<file path="config.mk">
export PLATFORM = sky130hd
export DESIGN_NAME = mhpq_ctrl
export DESIGN_NICKNAME = d
export VERILOG_FILES = /design/src/rtl/core/mhpq_pkg.sv /design/src/rtl/core/mhpq_ctrl.sv
export SDC_FILE = /design/constraint.sdc
export NUM_CORES = 1
export LEC_CHECK = 0
export ABC_AREA = 1
export BUFFER_PORTS_ARGS = -buffer_cell sky130_fd_sc_hd__buf_2
export CORE_MARGIN = 3
export CORE_UTILIZATION = 28
export CTS_BUF_LIST = sky130_fd_sc_hd__clkbuf_4
export CTS_CLUSTER_SIZE = 28
export DETAILED_ROUTE_END_ITERATION = 6
export HOLD_SLACK_MARGIN = 0.1
export PLACE_DENSITY = 0.68
export SLEW_MARGIN = 0
export SYNTH_ARGS = -nofsm -noshare
export SYNTH_HDL_FRONTEND = slang
export SYNTH_SLANG_ARGS = --single-unit
export TNS_END_PERCENT = 50
</file>
<file path="constraint.sdc">
create_clock -name clk -period 1.4 [get_ports clk]
set_clock_uncertainty 0.1 [all_clocks]
set_input_delay 0.14 -clock clk [delete_from_list [all_inputs] [get_ports clk]]
set_output_delay 0.14 -clock clk [all_outputs]
set_load 0.02 [all_outputs]
</file>
<file path="src/rtl/core/mhpq_pkg.sv">
// package for the min-heap priority queue: widths, record type, codes
// no dependencies
`timescale 1ns / 1ps
package mhpq_pkg;
  localparam int Capacity = 128;
  localparam int AddrW = $clog2(Capacity + 1);
  localparam int CountW = $clog2(Capacity + 1);

  typedef struct packed {
    logic signed [31:0] key;
    logic signed [31:0] arr;
    logic signed [31:0] svc;
    logic signed [31:0] dep;
  } rec_t;

  typedef enum logic [1:0] {
    ST_DONE  = 2'd0,
    ST_EMPTY = 2'd1,
    ST_FULL  = 2'd2
  } status_t;

  typedef enum logic [3:0] {
    S_IDLE, S_UP_RD, S_UP_CMP, S_DN_INIT, S_DN_RDL, S_DN_RDR, S_DN_CMP,
    S_TOP_RD, S_TOP_WAIT, S_OUT
  } state_t;

  // controller to datapath
  typedef struct packed {
    logic load_in;
    logic ins_start;
    logic pop_start;
    logic up_rd;
    logic up_move;
    logic up_place;
    logic dn_init;
    logic dn_rd_l;
    logic dn_rd_r;
    logic dn_move;
    logic dn_place;
    logic top_rd;
    logic top_cap;
    logic set_empty;
    logic set_full;
  } cmd_t;

  // datapath to controller
  typedef struct packed {
    logic is_pop;
    logic empty;
    logic full;
    logic up_more;
    logic up_less;
    logic dn_has_l;
    logic dn_has_r;
    logic dn_less;
    logic cnt_zero;
  } sts_t;
endpackage

</file>
<file path="src/rtl/core/mhpq_ctrl.sv">
// controller state machine for heap insert and pop sequencing
// depends on mhpq_pkg
`timescale 1ns / 1ps
module mhpq_ctrl (
  input  logic clk,
  input  logic rst_n,
  input  logic in_valid,
  output logic in_ready,
  output logic out_valid,
  input  logic out_ready,
  input  mhpq_pkg::sts_t sts,
  output mhpq_pkg::cmd_t cmd
);
  import mhpq_pkg::*;
  state_t state_r, state_nxt;

  // state register
  always_ff @(posedge clk) begin
    if (!rst_n) state_r <= S_IDLE;
    else state_r <= state_nxt;
  end

  // next state and commands
  always_comb begin
    state_nxt = state_r;
    cmd = '0;
    in_ready = 1'b0;
    out_valid = 1'b0;
    case (state_r)
      S_IDLE: begin
        in_ready = 1'b1;
        if (in_valid) begin
          cmd.load_in = 1'b1;
          state_nxt = S_DN_INIT;
        end
      end
      S_DN_INIT: begin
        if (!sts.is_pop) begin
          if (sts.full) begin
            cmd.set_full = 1'b1;
            state_nxt = S_TOP_RD;
          end else begin
            cmd.ins_start = 1'b1;
            state_nxt = S_UP_RD;
          end
        end else if (sts.empty) begin
          cmd.set_empty = 1'b1;
          state_nxt = S_TOP_RD;
        end else begin
          cmd.pop_start = 1'b1;
          state_nxt = S_DN_RDL;
        end
      end
      S_UP_RD: begin
        if (sts.up_more) begin
          cmd.up_rd = 1'b1;
          state_nxt = S_UP_CMP;
        end else begin
          cmd.up_place = 1'b1;
          state_nxt = S_TOP_RD;
        end
      end
      S_UP_CMP: begin
        if (sts.up_less) begin
          cmd.up_move = 1'b1;
          state_nxt = S_UP_RD;
        end else begin
          cmd.up_place = 1'b1;
          state_nxt = S_TOP_RD;
        end
      end
      S_DN_RDL: begin
        if (sts.cnt_zero) begin
          state_nxt = S_TOP_RD;
        end else if (sts.dn_has_l) begin
          cmd.dn_rd_l = 1'b1;
          state_nxt = S_DN_RDR;
        end else begin
          cmd.dn_place = 1'b1;
          state_nxt = S_TOP_RD;
        end
      end
      S_DN_RDR: begin
        cmd.dn_rd_r = 1'b1;
        state_nxt = S_DN_CMP;
      end
      S_DN_CMP: begin
        if (sts.dn_less) begin
          cmd.dn_move = 1'b1;
          state_nxt = S_DN_RDL;
        end else begin
          cmd.dn_place = 1'b1;
          state_nxt = S_TOP_RD;
        end
      end
      S_TOP_RD: begin
        cmd.top_rd = 1'b1;
        state_nxt = S_TOP_WAIT;
      end
      S_TOP_WAIT: begin
        cmd.top_cap = 1'b1;
        state_nxt = S_OUT;
      end
      S_OUT: begin
        out_valid = 1'b1;
        if (out_ready) state_nxt = S_IDLE;
      end
      default: state_nxt = S_IDLE;
    endcase
  end

  // only one sift command per cycle
  a_one_move: assert property (@(posedge clk) disable iff (!rst_n)
    $onehot0({cmd.up_move, cmd.dn_move, cmd.up_place, cmd.dn_place}))
    else $error("conflicting store writes");
  // a result is held until taken
  a_out_hold: assert property (@(posedge clk) disable iff (!rst_n)
    out_valid && !out_ready |=> out_valid)
    else $error("result dropped");
  // no new item while a result is offered
  a_busy: assert property (@(posedge clk) disable iff (!rst_n)
    out_valid |-> !in_ready)
    else $error("accept during result");
endmodule

</file>
==> results.cfg, run 1 <==
[cells_and_area]
syn2layout_area_growth_pct = 91.57
multi_input_area_um2 = 357.8
final_common_cell = buf_2
nNetsFinal = 130
seq_area_um2 = 95.09
fin_util = 0.5894
reg_top3 = state_r x4
regMostFlops = state_r
fill_cells = 123
largest_reg_flops = 4
layout_common_cells = buf_2, buf_4, inv_1
diodes = 0
final_layout_size_suffix_gt1_frac = 0.5652

[run_status]
violations = setup timing
outcome = finished, violations left

[route]
viasPerCell = 4.769
drc = 0
ant_nets = 0
wire_per_inst_um = 10.88
drt_iter0_drc = 9
vias = 620
firstDrtPassIters = 4
drt-total-wl_mm = 1.415

[global_route]
use_met2 = 0.2407
grt_use_met1 = 0.1646
grt_overflow = 0
grt.total_usage = 0.1423
grt_pass1_vias = 553
use_met3 = 0.02846
grt_start_max_net_pins = 8
grt_pass1_wl_mm = 2.139
grt-busiest-layer = met2
antenna_found_initial = 0

[setup_path]
end_kind = primary output
critPathLaunchType = flop
cp.required_ps = 1160
path_class = reg -> out
crit_path_max_fanout = 4
worst_ep_arrival_time_ps = 1230

[clock_tree]
cts_tree = built
root_buffer = clkbuf_4
clk_pin_slew_worst_paths_ps = 40
clockBufferDepth = 2
clk_latency_ps = 230
cts_buffers = 3
cts_sinks = 4
h-tree-depth = 1

[yosys]
avgSynthCellArea_um2 = 5.395
synth-warning-count = 0
seq_area_frac_synth = 0.1928
syn_nets = 90
syn_inst = 77
synth_area_um2 = 415.4
synth_seq_cells = 4
ys_types = 20

[floorplan]
fp.dieW_um = 44.52
dieArea_um2 = 1982
core_um2 = 1350
start_util = 0.3077
die_h_um = 44.52
rows = 13
ios = 30

[sta]
final-setup-viol-count = 6
layout_min_cycle_time_ps = 1465
finalHoldViolations = 0
rsz0062_at_grt = true
fmax_mhz = 682.4
setup_slack_ps = -65.44
slew_violations = 0
post-route-period-util = 1.047

[power]
power.density_cell_area_nw_per_um2 = 1902
vdd_drop_max_v = 0.001180
p_total_w = 0.001513
p_leak_nw = 0.4139

[place]
hpwl_mm = 1.015
port_buffers = 27
routabilityCongestion = 0.7755

[flow_run]
drv_cap = 0

[worst_hold_path]
hold_path.class = in -> reg
-- cell type report --
| cell class | count | share of cell area |
|---|---|---|
| clock buffer | 3 | 0.02830 |
| inverter | 16 | 0.07862 |
| multi-input combinational | 56 | 0.4497 |
| sequential | 4 | 0.1195 |
| tap | 15 | 0.02358 |
| timing repair buffer | 36 | 0.3003 |
-- layer usage --
metal,wire length (um),share of wire
met5,0,0
met4,0,0
met3,61,0.043
met2,725,0.51
met1,628,0.44
-- Yosys cell counts (all sizes together) --
library cell  number  share of area
nand3              7          0.084
nand3b             1          0.018
conb               1         0.0090
o21bai             1          0.018
a21oi              3          0.036
o31ai              1          0.018
inv               16           0.14
nor2              19           0.20
o21a               1          0.018
nor4               2          0.030
o22ai              1          0.015
nand2             11          0.099
dfxtp              4           0.19
o21ai              3          0.036
nor3               5          0.060
buf                1          0.018
-- logic make-up after synthesis --
kind of cell	Yosys count	synth area share
other cells	1	0.009027
buf+inv	17	0.1626
flops	4	0.1928
simple gates	45	0.4940
compound gates	10	0.1416
-- metrics by stage --
stage	hold slack, ps	worst slack, ps	instances	setup TNS (ps)	area, um^2
finish	203.7	-65.44	130	-144.5	795.8
global route	226.2	-117.3	130	-992.9	795.8
CTS	191.0	-87.13	125	-310.5	685.7
detailed placement	294.8	6.556	119	0	575.6
global placement	285.4	45.24	119	0	575.6
floorplan	165.8	-112.2	77	-186.0	421.7
-- critical path, cell delays in order (launching register included) --
cell and delay (ps):
dfxtp_4 370, inv_4 40, nor2_4 110, nand2_2 90, o31ai_1 190, buf_2 200
-- worst paths after layout --
path                           start                      end  slack [ps]  cells after the start
max          state_r[2]$_SDFFE_PN0P_                   cmd[4]         -70                      5
min reg2reg  state_r[3]$_SDFFE_PN0P_  state_r[1]$_SDFFE_PN0P_         500                      3
max reg2reg  state_r[0]$_SDFFE_PN0P_  state_r[0]$_SDFFE_PN0P_         150                      7
min                        out_ready  state_r[0]$_SDFFE_PN0P_         200                      4
-- what timing repair did --
item,CTS,global route
endpoints found under the setup margin,15,16
hold buffers,1,0
gates resized for setup,24,22
setup buffers,2,5
pin swaps,4,4
endpoints found under the hold margin,4,0
-- power breakdown --
part	internal (W)	switching (W)	total, W
Sequential	0.000187	0.0000935	0.000280
Combinational	0.000447	0.000648	0.00110
Clock	0.0000955	0.0000418	0.000137
Total	0.000730	0.000783	0.00151
No activity file was read; power rests on OpenSTA's default activity.
==> run 2: changes to the inputs <==
--- a/config.mk
+++ b/config.mk
@@ -13,7 +13,7 @@
 export CTS_CLUSTER_SIZE = 28
 export DETAILED_ROUTE_END_ITERATION = 6
 export HOLD_SLACK_MARGIN = 0.1
-export PLACE_DENSITY = 0.68
+export PLACE_DENSITY = 0.7
 export SLEW_MARGIN = 0
 export SYNTH_ARGS = -nofsm -noshare
 export SYNTH_HDL_FRONTEND = slang
==> constraint.sdc (replaced) <==
create_clock -name clk -period 1.2 [get_ports clk]
set_clock_uncertainty 0.1 [all_clocks]
set_input_delay 0.12 -clock clk [delete_from_list [all_inputs] [get_ports clk]]
set_output_delay 0.12 -clock clk [all_outputs]
set_load 0.02 [all_outputs]
==> results.cfg, run 2 (same netlist as run 1, synthesis figures left out) <==
[run_status]
outcome = finished, violations left
violations = setup timing

[floorplan]
dieArea_um2 = 1982
ios = 30
fp.dieW_um = 44.52
start_util = 0.3077
core_um2 = 1350
die_h_um = 44.52
rows = 13

[power]
p_seq_frac = 0.146
p_total_w = 0.002305
combPwrFrac = 0.784
power.density_cell_area_nw_per_um2 = 2338
vdd_drop_max_v = 0.001492
p_switching_w = 0.001124
p_leak_nw = 0.4941
clkPwrFrac = 0.070
power.share.switching = 0.4876
internal_power_w = 0.001181

[sta]
rsz0062_at_grt = true
finalHoldViolations = 0
setup_slack_ps = -312.2
post-route-period-util = 1.260
fmax_mhz = 661.3
layout_min_cycle_time_ps = 1512
final-setup-viol-count = 20
slew_violations = 0

[clock_tree]
cts_tree = built
h-tree-depth = 1
clockBufferDepth = 2
cts_sinks = 4
clk_pin_slew_worst_paths_ps = 40
clk_latency_ps = 230
root_buffer = clkbuf_4
cts_buffers = 3

[global_route]
grt_start_max_net_pins = 7
grt_pass1_vias = 642
grt.total_usage = 0.1668
grt_overflow = 0
grt_pass1_wl_mm = 2.546
antenna_found_initial = 0

[cells_and_area]
regMostFlops = state_r
layout_common_cells = buf_4, buf_2, inv_1, nor2_1, buf_6
final_common_cell = buf_4
syn2layout_area_growth_pct = 137.3
diodes = 0
nNetsFinal = 141
largest_reg_flops = 4
final_layout_size_suffix_gt1_frac = 0.6984
fill_cells = 107
layoutNonFillerInstCount = 141
reg_top3 = state_r x4

[setup_path]
r2r_setup_slack_ps = -160
rr_endpoint = state_r[0]$_SDFFE_PN0P_
critPathLaunchType = flop
end_kind = primary output
ff2ff_path_depth = 7
path_class = reg -> out
cp.required_ps = 980
crit_path_max_fanout = 4
r2r-start = state_r[3]$_SDFFE_PN0P_
worst_ep_arrival_time_ps = 1290

[route]
drt-total-wl_mm = 1.865
drt_iter0_drc = 16
viasPerCell = 4.915
firstDrtPassIters = 4
wire_per_inst_um = 13.23
ant_nets = 0
drc = 0
vias = 693

[worst_hold_path]
min_from = sts[6]
hold_depth = 5
hold_path.class = in -> reg
worstHoldEndpoint = state_r[2]$_SDFFE_PN0P_

[place]
port_buffers = 27
dp_cells = 129
routabilityCongestion = 0.8456
post-place-ws_ps = -115.3
hpwl_mm = 1.118

[flow_run]
drv_cap = 0
run 2: cell count changes in the layout (fill, tap and decap cells not counted), sizes merged:
cell / delta
buf: +11
run 2: cell type report:
cell class | instances | area [um^2] | share of cell area
Clock buffer | 3 | 22.52 | 0.02284
Inverter | 16 | 62.56 | 0.06345
Multi-Input combinational cell | 56 | 421.7 | 0.4277
Sequential cell | 4 | 95.09 | 0.09645
Tap cell | 15 | 18.77 | 0.01904
Timing Repair Buffer | 47 | 365.4 | 0.3706
run 2: repair_timing:
item,in CTS,in global routing
setup endpoints to repair,20,20
hold endpoints to repair,4,0
resized for setup,43,27
pin swaps,6,11
hold buffers,1,0
buffers inserted,6,4
run 2: stage by stage:
stage          utilization  instance area [um^2]  hold WS, ps  TNS, ps
5_1_grt             0.7303                 985.9        227.4    -5204
2_1_floorplan            -                 450.4        145.8   -697.4
3_3_place_gp        0.5032                 679.4        264.0   -466.8
4_1_cts             0.6487                 875.8        180.2    -3561
3_5_place_dp        0.5032                 679.4        265.5   -742.6
6_report            0.7303                 985.9        219.8    -3798
run 2: layer usage:
metal	routed length (um)	part of all wire	up-vias	GRT usage
met5	0	0	-	0
li1	-	-	344	-
met3	71	0.038	6	0.01626
met4	49	0.026	0	0.06627
met1	728	0.39	321	0.1855
met2	1015	0.54	22	0.3152
run 2: worst max path at each step:
stage	start	to	slack, ps	depth (start not counted)
final	state_r[1]$_SDFFE_PN0P_	cmd[10]	-310	6
after floorplan	state_r[3]$_SDFFE_PN0P_	cmd[0]	-160	3
after detailed placement	state_r[3]$_SDFFE_PN0P_	cmd[13]	-120	4
after global routing	state_r[3]$_SDFFE_PN0P_	cmd[10]	-370	4
after CTS	state_r[2]$_SDFFE_PN0P_	cmd[4]	-240	5
after global placement	state_r[3]$_SDFFE_PN0P_	state_r[1]$_SDFFE_PN0P_	-80	5
run 2: worst max-delay path, cell delays in order, from the launching register on:
cell	delay [ps]
dfxtp_4	380
inv_2	60
nor2_4	100
buf_4	120
nand2_1	70
nor2_1	160
buf_4	170
run 2: power by group through the flow:
stage / clock [W] / combinational (W) / sequential, W
2_1_floorplan: 0 / 0.000671 / 0.000252
3_3_place_gp: 0 / 0.00107 / 0.000254
3_5_place_dp: 0 / 0.00108 / 0.000258
4_1_cts: 0.000169 / 0.00145 / 0.000321
5_1_grt: 0.000183 / 0.00192 / 0.000343
6_report: 0.000161 / 0.00181 / 0.000336
==> run 3: changes to the inputs <==
--- a/config.mk
+++ b/config.mk
@@ -13,7 +13,7 @@
 export CTS_CLUSTER_SIZE = 28
 export DETAILED_ROUTE_END_ITERATION = 6
 export HOLD_SLACK_MARGIN = 0.1
-export PLACE_DENSITY = 0.7
+export PLACE_DENSITY = 0.68
 export SLEW_MARGIN = 0
 export SYNTH_ARGS = -nofsm -noshare
 export SYNTH_HDL_FRONTEND = slang
==> constraint.sdc (replaced) <==
create_clock -name clk -period 1.45 [get_ports clk]
set_clock_uncertainty 0.1 [all_clocks]
set_input_delay 0.145 -clock clk [delete_from_list [all_inputs] [get_ports clk]]
set_output_delay 0.145 -clock clk [all_outputs]
set_load 0.02 [all_outputs]
==> results.cfg, run 3 (same netlist as run 1, synthesis figures left out) <==
[sta]
setup_slack_ps = -46.23
whs_ps = 141.5
layout_min_cycle_time_ps = 1496
final-setup-viol-count = 3
slew_violations = 0
fmax_mhz = 668.3
post-route-period-util = 1.032
finalHoldViolations = 0
rsz0062_at_grt = true

[floorplan]
ios = 30
fp.dieW_um = 44.52
start_util = 0.3077
dieArea_um2 = 1982
core_um2 = 1350
rows = 13
die_h_um = 44.52

[place]
hpwl_mm = 1.015
placed_cell_area_um2 = 568.0
post-place-ws_ps = 73.70
port_buffers = 27
routabilityCongestion = 0.7943

[setup_path]
critPathLaunchType = flop
cp_cell_sequence = inv_4, nor2_4, nand2_2, o31ai_1, buf_2
crit_path_max_fanout = 5
cp_slowest_cell = dfxtp_4
path_class = reg -> out
worst_ep_arrival_time_ps = 1250
slowest_delay_ps = 390
cp.required_ps = 1210
end_kind = primary output

[route]
firstDrtPassIters = 4
ant_nets = 0
viasPerCell = 4.911
drc = 0
drt_iter0_drc = 14
drt-total-wl_mm = 1.366
vias = 609
wire_per_inst_um = 11.02

[cells_and_area]
fin_area_um2 = 725.7
regMostFlops = state_r
reg_top3 = state_r x4
seq_area_um2 = 95.09
nNetsFinal = 124
layout_common_cells = buf_2, inv_1, nor2_1
largest_reg_flops = 4
diodes = 0
syn2layout_area_growth_pct = 74.70
final_common_cell = buf_2
fill_cells = 127
final_layout_size_suffix_gt1_frac = 0.5229
multi_input_area_um2 = 344.1

[global_route]
grt.total_usage = 0.1431
grt_pass1_vias = 564
grt_start_max_net_pins = 8
antenna_found_initial = 0
grt_overflow = 0
grt_pass1_wl_mm = 2.159

[clock_tree]
cts_sinks = 4
cts_buffers = 3
h-tree-depth = 1
clk_pin_slew_worst_paths_ps = 30
clockBufferDepth = 2
cts_tree = built
clk_latency_ps = 230
root_buffer = clkbuf_4

[power]
p_total_w = 0.001292
power.density_cell_area_nw_per_um2 = 1780
vdd_drop_max_v = 0.001008
p_leak_nw = 0.3806

[run_status]
outcome = finished, violations left
violations = setup timing

[worst_hold_path]
hold_path.class = in -> reg

[flow_run]
drv_cap = 0
-- run 3: cell type report --
cell class,instances,share of cell area
multi-input cells,56,0.4741
repair buffers,30,0.2517
flip-flops and latches,4,0.1310
inverters,16,0.08621
clock buffers,3,0.03103
well taps,15,0.02586
-- run 3: critical path: cells and delay by family, from the launching register on --
kind | cells | cell delay [ps]
AOI/OAI and AO/OA | 1 | 190
buffers and inverters | 2 | 250
DFF | 1 | 390
and+or+nand+nor | 2 | 210
-- run 3: routing by layer --
metal	vias up	track usage	part of all wire
met5	-	0	0
met4	0	0.09639	0.010
met3	2	0.02033	0.059
met2	19	0.2407	0.52
met1	279	0.1646	0.40
li1	309	-	-
-- run 3: path summary, 6_finish.rpt --
| path | depth (start not counted) | from | to | slack, ps |
|---|---|---|---|---|
| max | 5 | state_r[2]$_SDFFE_PN0P_ | cmd[4] | -50 |
| min | 3 | out_ready | state_r[3]$_SDFFE_PN0P_ | 140 |
| max reg2reg | 7 | state_r[0]$_SDFFE_PN0P_ | state_r[1]$_SDFFE_PN0P_ | 120 |
| min reg2reg | 3 | state_r[3]$_SDFFE_PN0P_ | state_r[1]$_SDFFE_PN0P_ | 490 |
-- run 3: through the flow --
stage          utilization  setup TNS [ps]  cells
2_1_floorplan            -          -96.04     77
3_3_place_gp        0.4208               0    118
3_5_place_dp        0.4208               0    118
4_1_cts             0.4764          -95.12    123
5_1_grt             0.5375          -477.1    124
6_report            0.5375          -74.76    124
-- run 3: report_power, final --
part	internal (W)	switching (W)
Clock	0.0000922	0.0000404
Combinational	0.000309	0.000564
Sequential	0.000181	0.000106
-- run 3: repair_timing --
item,4_1_cts,5_1_grt
resized for setup,16,23
hold endpoints to repair,4,0
setup endpoints to repair,13,14
hold buffers,1,0
setup buffers,1,1
pin swaps,3,3
